===== src/rtl/core/pet_pkg.sv =====
// Package for the Prewitt edge threshold block: types, codes and constants.
// No dependencies; used by every module of the block.
`timescale 1ns / 1ps
`default_nettype none

package pet_pkg;

    localparam int DEF_MAX_WIDTH  = 256;
    localparam int DEF_MAX_HEIGHT = 256;

    localparam int PIX_W    = 8;
    localparam int CFG_W    = 9;
    localparam int NUM_TAPS = 8;

    typedef logic [1:0] t_reg_idx;
    localparam t_reg_idx REG_IMAGE_WIDTH    = 2'd0;
    localparam t_reg_idx REG_IMAGE_HEIGHT   = 2'd1;
    localparam t_reg_idx REG_EDGE_THRESHOLD = 2'd2;

    localparam logic [CFG_W-1:0] RST_IMAGE_WIDTH    = 9'd256;
    localparam logic [CFG_W-1:0] RST_IMAGE_HEIGHT   = 9'd256;
    localparam logic [PIX_W-1:0] RST_EDGE_THRESHOLD = 8'd10;

    localparam logic REQ_WRITE = 1'b0;
    localparam logic REQ_QUERY = 1'b1;

    localparam logic [PIX_W-1:0] EDGE_ON  = 8'd255;
    localparam logic [PIX_W-1:0] EDGE_OFF = 8'd0;
    localparam logic [PIX_W-1:0] SUM_MAX  = 8'd255;

    // reciprocal of 3 for magnitudes below 2048
    localparam logic [9:0] DIV3_MUL   = 10'd683;
    localparam int         DIV3_SHIFT = 11;

    typedef logic [2:0] t_tap;
    localparam t_tap TAP_NW = 3'd0;
    localparam t_tap TAP_N  = 3'd1;
    localparam t_tap TAP_NE = 3'd2;
    localparam t_tap TAP_W  = 3'd3;
    localparam t_tap TAP_E  = 3'd4;
    localparam t_tap TAP_SW = 3'd5;
    localparam t_tap TAP_S  = 3'd6;
    localparam t_tap TAP_SE = 3'd7;

    typedef logic [NUM_TAPS-1:0][PIX_W-1:0] t_taps;

    typedef struct packed {
        logic [PIX_W-1:0] gradient_sum;
        logic [PIX_W-1:0] edge_pixel;
    } t_grad_res;

    typedef enum logic [1:0] {
        S_IDLE,
        S_READ,
        S_WAIT,
        S_POST
    } t_state;

endpackage

`default_nettype wire


===== src/rtl/core/pet_grad.sv =====
// Gradient combiner: halved differences, 3-tap average, abs sum and threshold.
// Depends on pet_pkg for tap order, constants and the result struct.
`timescale 1ns / 1ps
`default_nettype none

module pet_grad
    import pet_pkg::*;
(
    input  wire t_taps            i_taps,
    input  wire logic [PIX_W-1:0] i_threshold,
    output t_grad_res             o_res
);

    function automatic logic signed [7:0] half_diff(input logic [PIX_W-1:0] a,
                                                    input logic [PIX_W-1:0] b);
        logic signed [8:0] d;
        logic signed [9:0] t;
        begin
            d = $signed({1'b0, a}) - $signed({1'b0, b});
            t = $signed({d[8], d}) + $signed({9'd0, d[8]});
            return t[8:1];
        end
    endfunction

    function automatic logic [7:0] abs_div3(input logic signed [7:0] x0,
                                            input logic signed [7:0] x1,
                                            input logic signed [7:0] x2);
        logic signed [9:0] s;
        logic        [8:0] mag;
        logic        [18:0] prod;
        begin
            s    = 10'(x0) + 10'(x1) + 10'(x2);
            mag  = s[9] ? 9'(-s) : s[8:0];
            prod = 19'(mag) * 19'(DIV3_MUL);
            return prod[DIV3_SHIFT +: 8];
        end
    endfunction

    logic [7:0] gx_abs;
    logic [7:0] gy_abs;
    logic [8:0] sum;
    logic [7:0] sum_clip;

    always_comb begin
        gx_abs = abs_div3(half_diff(i_taps[TAP_NW], i_taps[TAP_NE]),
                          half_diff(i_taps[TAP_W],  i_taps[TAP_E]),
                          half_diff(i_taps[TAP_SW], i_taps[TAP_SE]));
        gy_abs = abs_div3(half_diff(i_taps[TAP_NW], i_taps[TAP_SW]),
                          half_diff(i_taps[TAP_N],  i_taps[TAP_S]),
                          half_diff(i_taps[TAP_NE], i_taps[TAP_SE]));
        sum      = 9'(gx_abs) + 9'(gy_abs);
        sum_clip = sum[8] ? SUM_MAX : sum[7:0];
        o_res.gradient_sum = sum_clip;
        o_res.edge_pixel   = (sum_clip > i_threshold) ? EDGE_ON : EDGE_OFF;
    end

endmodule

`default_nettype wire


===== config.mk =====
export PLATFORM = sky130hd
export DESIGN_NAME = pet_grad
export DESIGN_NICKNAME = d
export VERILOG_FILES = /design/src/rtl/core/pet_pkg.sv /design/src/rtl/core/pet_grad.sv
export SDC_FILE = /design/constraint.sdc
export NUM_CORES = 1
export LEC_CHECK = 0
export BUFFER_PORTS_ARGS = -buffer_cell sky130_fd_sc_hd__buf_2
export CAP_MARGIN = 10
export CORE_UTILIZATION = 60
export DETAILED_ROUTE_END_ITERATION = 10
export PLACE_DENSITY = 0.91
export SYNTH_ARGS = -nofsm -noshare
export SYNTH_HDL_FRONTEND = slang
export SYNTH_SLANG_ARGS = --single-unit

===== constraint.sdc =====
create_clock -name vclk -period 34.3
set_input_delay 3.43 -clock vclk [all_inputs]
set_output_delay 3.43 -clock vclk [all_outputs]
set_load 0.01 [all_outputs]

# Word-level counts from Yosys, hierarchy flattened
# Cells that the tools add are included.
[totals] word_cells=26 in_bits=72 ff_bits=0
[classes] n_mux=4 mul=2 magnitude_cmp=1 addsub=19
[op_table] cell="adder 9 x 2 -> 9 bit" count=6
[op_table] cell="subtractor 8 x 8 -> 9 bit" count=6
[op_table] cell="multiplier 9 x 10 -> 19 bit, second input constant" count=2
[op_table] cell="adder 8 x 8 -> 9 bit" count=3
[op_table] cell="adder 9 x 8 -> 10 bit" count=2
[op_table] cell="two-way mux 9 bit" count=2
[op_table] cell="negation 9 bit" count=2
[op_table] cell="two-way mux 8 bit" count=2
[op_table] cell="> comparator 8 bit" count=1

# Depth between registers and ports, before layout
# Gate-level depths: netlist of the first run.
[depth] depth_word=11 mapped_depth=62 mapped_depth_nobuf=61

# Worst setup path after synthesis of the first run
# OpenSTA, ideal clock, no wires.
[synth_path] path_kind="input -> output" from="in i_taps[0] (netlist name)" to="out o_res[1] (netlist name)" required_ns=30.870 stages=55 n_path_buf=1 slack_ns=16.435 arrival_ns=14.435 path_cell_list="inv_1 > ha_1 > inv_1 > fa_1 > nand2_1 > nand2_1 > a21oi_1 > o21bai_1 > a2111o_1 > a21oi_1 > ha_1 > nand2_1 > xor2_1 > fa_1 > inv_1 > ha_1 > and2_4 > a221oi_1 > (+19 left out) > nor2b_1 > o21ai_0 > nand2_1 > and2_1 > o21ai_0 > nand2b_1 > a21o_1 > a21oi_1 > o21ai_0 > ha_1 > o21a_1 > o21ai_0 > nand2b_1 > a21oi_1 > nor2_1 > a211oi_1 > a21oi_1 > buf_4"
[synth_rtl] element="start: declaration" line_no="pet_grad.sv:9" text="input wire t_taps i_taps,"
[synth_rtl] element="end: declaration" line_no="pet_grad.sv:11" text="output t_grad_res o_res"

==> reports/results.tsv, run 1 <==
stage	metric	value	unit
synthesis	yosysWarnings	0	
synthesis	yosysSeqAreaShare	0	
sta	rsz0062_at_grt	false	
critical_path	endpoint_kind	output pin	
route	wl	15040	um
flow_run	drv_cap	0	
critical_path	cp_slowest_cell	fa_1	
synthesis	synth_mux_area_frac	0.006928	
worst_hold_path	hp-start	i_threshold[3]	
floorplan	core	12160	sq um
cells_and_area	nFlopsAndLatches	0	
critical_path	path_max_fanout	8	
critical_path	startpoint_type	input port	
cells_and_area	nets	1377	
sta	slew-limit-headroom	0.6667	
route	first_pass_iters	5	
sta	hold_viol	0	
synthesis	syn_avg_cell_area	7.700	sq um
placement	gp_congestion	0.9128	
route	vias_per_cell	5.244	
worst_hold_path	hold_depth	5	
synthesis	syn_nets	1294	
route	ant_nets	0	
route	num_vias	6471	
synthesis	synth_xor_xnor_area_share	0.1270	
floorplan	die_x	114.4	um
route	drcViolationCount	0	
grt	track_usage	0.2417	
critical_path	critPathKind	input port to output pin	
placement	dp_hpwl	13950	um
critical_path	cp.buffers_inverters	7	
critical_path	cpPeakStageDelay	540	ps
critical_path	worstPathRequired	30870	ps
critical_path	crit_family	adder cells	
route	drt_iter0_markers	219	
critical_path	arrival	15350	ps
sta	finalSetupViolCount	0	
critical_path	crit_start	i_taps[0]	
synthesis	yosys.area_share.adder	0.4553	
sta	worst_slew_pin_slew	498.8	ps
placement	io_buffers	88	
sta	min_period	18780	ps
sta	fin_tns_setup	0	ps
floorplan	rows	40	
grt	grt_pass1_vias	6582	
floorplan	io_pins	88	
cells_and_area	diodes	0	
grt	grt_pass1_wl	26720	um
floorplan	dieArea	13100	sq um
grt	antenna_found_initial	0	
cells_and_area	area_delta_synth_final	7.885	%
cells_and_area	nClkBuffers	0	
synthesis	synth_cell_type_count	50	
synthesis	synth_top_family_by_area	adder cells	
grt	grt.overflow.total	0	
floorplan	start_util	0.6237	
critical_path	crit_path_frequent_cell	ha_1	
synthesis	synthCells	985	
worst_hold_path	holdPathEnd	o_res[1]	
cells_and_area	mostFrequentLayoutCells	inv_1, ha_1, buf_2, fa_1, xnor2_1	
clock_tree	cts_setup_buffers	0	
synthesis	synthSimpleGateAreaFrac	0.1521	
sta	timing.fmax	53.26	MHz
floorplan	die_h	114.4	um
clock_tree	cts_resized	0	
sta	slew_viol_final	0	
clock_tree	ctsHoldBuffers	0	
cells_and_area	post_route_cells_drive_above_1_share	0.09568	
cells_and_area	final_common_cell	inv_1	
sta	timing.final.crit_share	0.5474	
route	wl_per_cell	12.19	um
synthesis	synth_compound_area_frac	0.1305	
cells_and_area	register_area	0	sq um
worst_hold_path	hold_path_class	input port to output pin	
outcome	status	finished clean	
synthesis	syn_area	7585	sq um
grt	grt_max_degree	9	
## cell type report
cell class	instances	area [sq um]
Multi-Input combinational cell	733	6613
Fill cell	965	3979
Inverter	245	919.6
Timing Repair Buffer	88	440.4
Tap cell	168	210.2
## worst max path at each step
stage          endpoint  slack [ps]  cells after the start
6_report       o_res[0]       15520                     57
2_1_floorplan  o_res[1]       16430                     55
5_1_grt        o_res[4]       14290                     61
3_5_place_dp   o_res[0]       15550                     57
3_3_place_gp   o_res[7]       15930                     56
4_1_cts        o_res[0]       15520                     57
## logic make-up (layout without fill, tap and decap cells)
logic type,after synthesis,count (layout)
AND/OR/NAND/NOR,230,230
multiplexers,5,5
adder cells (fa/ha/maj),237,237
buffers and inverters,252,333
XOR/XNOR,110,110
AO/OA/AOI/OAI,151,151
## Yosys cell counts (all sizes together) (5+ instances only)
library cell	n	area, sq um
a21boi	8	60.06
a21o	15	112.6
a21oi	50	257.8
and2	6	40.04
and3	7	43.79
buf	7	52.55
fa	65	1301
ha	172	2152
inv	245	919.6
nand2	51	191.4
nand2b	14	87.58
nand3	19	95.09
nand4	15	93.84
nor2	54	202.7
nor2b	22	137.6
nor3	20	100.1
nor3b	8	60.06
o21a	6	45.04
o21ai	39	206.5
o21bai	8	60.06
or3	5	31.28
xnor2	56	490.5
xor2	54	473.0
## layer usage
metal | part of all wire | global-route usage
met4 | 0.016 | 0.04242
met5 | 0 | 0
met3 | 0.025 | 0.005823
met2 | 0.50 | 0.4719
met1 | 0.46 | 0.2971
## metrics by stage
| stage | utilization | hold slack, ps | instance area [sq um] | setup slack [ps] | instances |
|---|---|---|---|---|---|
| after detailed placement | 0.6728 | 7438 | 8183 | 15550 | 1234 |
| final | 0.6728 | 7434 | 8183 | 15520 | 1234 |
| after global placement | 0.6728 | 7421 | 8183 | 15930 | 1234 |
| after CTS | 0.6728 | 7440 | 8183 | 15520 | 1234 |
| after global routing | 0.6728 | 7496 | 8183 | 14290 | 1234 |
| after floorplan | - | 7195 | 7585 | 16430 | 985 |
Power of run 1 is left out: the tool's default activity adds up to more than one toggle a clock period on the data nets, which glitch-free logic cannot reach.
==> run 2, diff against run 1 <==
==> constraint.sdc (replaced) <==
create_clock -name vclk -period 18.4
set_input_delay 1.84 -clock vclk [all_inputs]
set_output_delay 1.84 -clock vclk [all_outputs]
set_load 0.01 [all_outputs]
==> run 2 against run 1 <==
Sequential share of layout area unchanged; global-route usage decreased by 0.99 points; setup slack lost 13000 ps; design area unchanged; via count is 0.83% lower; final cell count is the same; utilization stayed put; flip-flop and latch count did not move; non-clock buffer count unchanged; count of clock-buffer cells in the layout stayed put; first-iteration DRC count grew 11%; critical path depth did not move; critical path type unchanged; critical endpoint unchanged; largest cell class unchanged.
==> reports/results.tsv, run 2 (synthesized netlist as in run 1, its figures left out) <==
stage	metric	value	unit	change
route	wl	14740	um	-2.0%
floorplan	io_pins	88		unchanged
sta	slew-limit-headroom	0.6529		-0.01384
critical_path	cp.buffers_inverters	7		unchanged
critical_path	cp_slowest_cell	fa_1		
sta	fin_tns_setup	0	ps	unchanged
sta	rsz0062_at_grt	false		
cells_and_area	diodes	0		unchanged
sta	timing.fmax	64.18	MHz	
grt	grt.overflow.total	0		unchanged
route	wl_per_cell	11.94	um	-2.0%
flow_run	drv_cap	0		unchanged
sta	slew_viol_final	0		unchanged
cells_and_area	register_area	0	sq um	unchanged
route	vias_per_cell	5.200		-0.83%
placement	placedCellCount	1234		unchanged
grt	antenna_found_initial	0		unchanged
grt	grt_pass1_wl	25620	um	-4.1%
placement	dp_hpwl	13670	um	-2.0%
route	num_vias	6417		-0.83%
cells_and_area	mostFrequentLayoutCells	inv_1, ha_1, buf_2, fa_1, xnor2_1		
outcome	status	finished clean		
clock_tree	cts_resized	0		unchanged
critical_path	arrival	13740	ps	-1610 ps
route	ant_nets	0		unchanged
route	drt_iter0_markers	244		+11%
critical_path	cpPeakStageDelay	560	ps	+20 ps
sta	hold_viol	0		unchanged
placement	io_buffers	88		unchanged
sta	timing.final.crit_share	0.8468		
critical_path	worstPathRequired	16560	ps	-14,310 ps
critical_path	endpoint_kind	output pin		
floorplan	die_h	114.4	um	unchanged
cells_and_area	area_delta_synth_final	7.885	%	unchanged
grt	track_usage	0.2318		-0.009895
grt	grt_max_degree	9		unchanged
route	first_pass_iters	5		unchanged
floorplan	rows	40		unchanged
critical_path	critPathKind	input port to output pin		
placement	place_area	8183	sq um	unchanged
cells_and_area	stdcell_count	1234		unchanged
sta	worst_slew_pin_slew	519.5	ps	+20.71 ps
route	drcViolationCount	0		unchanged
floorplan	die_x	114.4	um	unchanged
cells_and_area	utilization	0.6728		unchanged
clock_tree	cts_setup_buffers	0		unchanged
grt	grt_pass1_vias	6341		-3.7%
clock_tree	ctsHoldBuffers	0		unchanged
cells_and_area	nFlopsAndLatches	0		unchanged
cells_and_area	n_fill_cell	962		-0.31%
critical_path	crit_path_frequent_cell	ha_1		
critical_path	crit_family	adder cells		
cells_and_area	post_route_cells_drive_above_1_share	0.09568		unchanged
sta	finalSetupViolCount	0		unchanged
sta	min_period	15580	ps	
floorplan	dieArea	13100	sq um	unchanged
critical_path	startpoint_type	input port		
cells_and_area	nets	1377		unchanged
critical_path	path_max_fanout	8		unchanged
cells_and_area	final_common_cell	inv_1		
worst_hold_path	hold_path_class	input port to output pin		
floorplan	start_util	0.6237		unchanged
cells_and_area	fin_area	8183	sq um	unchanged
cells_and_area	nClkBuffers	0		unchanged
placement	gp_congestion	0.9128		unchanged
floorplan	core	12160	sq um	unchanged
==> run 2: cell counts in the layout (fill, tap and decap cells not counted) <==
Identical to the previous run, type by type.
==> run 2: worst min-delay path, cell delays in order <==
cell	delay, ps
buf_2	90
inv_1	40
ha_1	140
a21oi_1	140
buf_2	160
==> run 2: cell type report <==
class / count / area (sq um) / share of cell area
Multi-Input combinational cell: 733 / 6613 / 0.8081
Inverter: 245 / 919.6 / 0.1124
Timing Repair Buffer: 88 / 440.4 / 0.05382
Tap cell: 168 / 210.2 / 0.02569
==> run 2: per-layer routing <==
metal  global-route usage  part of all wire  vias up
met5                    0                 0        -
met2               0.4509              0.49      141
met1               0.2873              0.46     2893
li1                     -                 -     3361
met3             0.005823             0.035       22
met4              0.03810             0.016        0
==> run 2: path summary, 6_finish.rpt <==
check	cells after the start	endpoint	from
setup / recovery	57	o_res[0]	i_taps[0]
hold / removal	5	o_res[2]	i_threshold[3]
==> run 2: through the flow <==
| step | hold slack, ps | setup slack, ps |
|---|---|---|
| detailed placement | 4260 | 2898 |
| finish | 4255 | 2819 |
| global placement | 4241 | 3211 |
| global route | 4318 | 1676 |
| floorplan | 4015 | 3715 |
| CTS | 4262 | 2869 |
Power of run 2 is left out for the same reason.
==> run 3, diff against run 2 <==
--- a/config.mk
+++ b/config.mk
@@ -5,11 +5,12 @@
 export SDC_FILE = /design/constraint.sdc
 export NUM_CORES = 1
 export LEC_CHECK = 0
+export ABC_AREA = 1
 export BUFFER_PORTS_ARGS = -buffer_cell sky130_fd_sc_hd__buf_2
 export CAP_MARGIN = 10
 export CORE_UTILIZATION = 60
 export DETAILED_ROUTE_END_ITERATION = 10
-export PLACE_DENSITY = 0.91
+export PLACE_DENSITY = 0.9
 export SYNTH_ARGS = -nofsm -noshare
 export SYNTH_HDL_FRONTEND = slang
 export SYNTH_SLANG_ARGS = --single-unit
==> constraint.sdc (replaced) <==
create_clock -name vclk -period 15.2
set_input_delay 1.52 -clock vclk [all_inputs]
set_output_delay 1.52 -clock vclk [all_outputs]
set_load 0.01 [all_outputs]
==> run 3 against run 2 <==
Flip-flop and latch count stayed put; global-route usage up 2.2 points; first-iteration DRC count up 71%; worst hold slack got worse by 600 ps; highest routed layer unchanged.
==> reports/results.tsv, run 3 <==
stage	metric	value	unit	change
outcome	status	finished clean		
synthesis	syn_avg_cell_area	6.551	sq um	-15%
sta	timing.final.crit_share	0.8893		
synthesis	synth_top_area_share	0.2535		-0.03027
placement	place_area	9104	sq um	+11%
cells_and_area	final_common_cell	inv_1		
placement	placedCellCount	1557		+26%
critical_path	endpoint_kind	output pin		
clock_tree	cts_resized	0		unchanged
cells_and_area	nClkBuffers	0		unchanged
route	drcViolationCount	0		unchanged
route	wl	18060	um	+23%
sta	rsz0062_at_grt	false		
floorplan	start_util	0.6141		-0.009600
synthesis	yosys.area_share.adder	0.4067		-0.04858
cells_and_area	fin_area	9106	sq um	+11%
cells_and_area	area_delta_synth_final	7.250	%	
synthesis	yosysWarnings	0		unchanged
placement	dp_hpwl	16740	um	+22%
critical_path	worstPathRequired	13680	ps	-2880 ps
floorplan	die_h	121.0	um	+5.7%
synthesis	synth_most_common_cell	inv_1		
synthesis	synthSimpleGateAreaFrac	0.2452		+0.09312
cells_and_area	nFlopsAndLatches	0		unchanged
cells_and_area	n_fill_cell	1158		+20%
synthesis	syn_area	8491	sq um	+12%
critical_path	cp_slowest_cell	fa_1		
synthesis	synth_compound_area_frac	0.09019		-0.04030
synthesis	synth_cell_type_count	44		-12%
flow_run	drv_cap	0		unchanged
floorplan	core	13830	sq um	+14%
grt	grt_max_degree	11		+2
clock_tree	cts_setup_buffers	0		unchanged
placement	gp_congestion	0.9162		+0.37%
critical_path	critPathKind	input port to output pin		
sta	hold_viol	0		unchanged
route	first_pass_iters	5		unchanged
route	num_vias	8060		+26%
grt	track_usage	0.2536		+0.02179
route	ant_nets	0		unchanged
route	drt_iter0_markers	418		+71%
cells_and_area	stdcell_count	1558		+26%
sta	fin_tns_setup	0	ps	unchanged
synthesis	synth_mux_area_frac	0		-0.006928
floorplan	io_pins	88		unchanged
floorplan	dieArea	14630	sq um	+12%
critical_path	cpPeakStageDelay	540	ps	-20 ps
sta	timing.fmax	73.98	MHz	
placement	io_buffers	88		unchanged
route	vias_per_cell	5.173		-0.52%
cells_and_area	nets	1688		+23%
grt	grt_pass1_wl	31330	um	+22%
grt	antenna_found_initial	0		unchanged
cells_and_area	mostFrequentLayoutCells	inv_1, nand2_1, ha_1, buf_2, a21oi_1		
cells_and_area	utilization	0.6586		-0.01426
synthesis	yosysSeqAreaShare	0		unchanged
grt	grt_pass1_vias	7695		+21%
synthesis	syn_nets	1605		+24%
route	wl_per_cell	11.59	um	-2.9%
critical_path	arrival	12000	ps	-1740 ps
sta	slew_viol_final	0		unchanged
critical_path	path_max_fanout	9		+1
synthesis	post-synth-top-area-cell	ha_1		
sta	min_period	13520	ps	
sta	finalSetupViolCount	0		unchanged
synthesis	synthCells	1296		+32%
synthesis	synth_top_family_by_area	adder cells		
critical_path	startpoint_type	input port		
synthesis	synthTopCellsByCount	inv_1, nand2_1, ha_1, a21oi_1, fa_1		
floorplan	rows	43		+7.5%
grt	grt.overflow.total	0		unchanged
synthesis	synthTopCellsByArea	ha_1, inv_1, fa_1		
sta	slew-limit-headroom	0.6782		+0.02531
cells_and_area	post_route_cells_drive_above_1_share	0.08642		-0.009265
clock_tree	ctsHoldBuffers	0		unchanged
synthesis	synth_xor_xnor_area_share	0.09343		-0.03359
floorplan	die_x	121.0	um	+5.7%
sta	worst_slew_pin_slew	478.3	ps	-41.26 ps
worst_hold_path	hold_path_class	input port to output pin		
critical_path	crit_path_frequent_cell	nand2_1		
cells_and_area	register_area	0	sq um	unchanged
## run 3: changes by cell type after synthesis, moves of 15 or more
cell     before  now
nand3_1      19   64
nand4_1      15   30
nor2b_1      22    0
a21oi_1      48   73
xnor2_1      56   35
nand2_1      51  269
inv_1       245  355
## run 3: path summary, 6_finish.rpt
path / to / from / depth (start not counted) / slack [ps]
setup / recovery: o_res[1] / i_taps[0] / 61 / 1680
hold / removal: o_res[0] / i_threshold[6] / 6 / 3650
## run 3: critical path, delay by kind of cell
kind / cells / cell delay (ps)
adder cells (fa/ha/maj): 12 / 4440
AND/OR/NAND/NOR: 28 / 3110
AO/OA/AOI/OAI: 8 / 1520
buffers and inverters: 12 / 1020
XOR/XNOR: 1 / 350
## run 3: metrics by stage
| step | setup WS [ps] | hold WS (ps) |
|---|---|---|
| final | 1683 | 3654 |
| after global routing | 803.6 | 3730 |
| after CTS | 1690 | 3664 |
| after detailed placement | 1715 | 3659 |
| after global placement | 1992 | 3648 |
| after floorplan | 2742 | 3435 |
## run 3: kinds of logic after synthesis
| group | Yosys count |
|---|---|
| AND/OR/NAND/NOR | 475 |
| XOR/XNOR | 88 |
| buffers and inverters | 365 |
| AO/OA/AOI/OAI | 131 |
| adder cells (fa/ha/maj) | 237 |
## run 3: layout make-up
class	count	area, sq um	area share
antenna	1	2.502	0.0002748
timing repair buffer	88	440.4	0.04836
multi-input combinational	931	7094	0.7791
tap	180	225.2	0.02473
inverter	358	1344	0.1476
## run 3: per-layer routing
layer | up-vias | GRT usage | wire length (um)
met5 | - | 0 | 0
met4 | 0 | 0.04938 | 312
met3 | 25 | 0.009868 | 692
met2 | 205 | 0.5068 | 9166
met1 | 3624 | 0.2958 | 7891
li1 | 4206 | - | -
Power of run 3 is left out for the same reason.
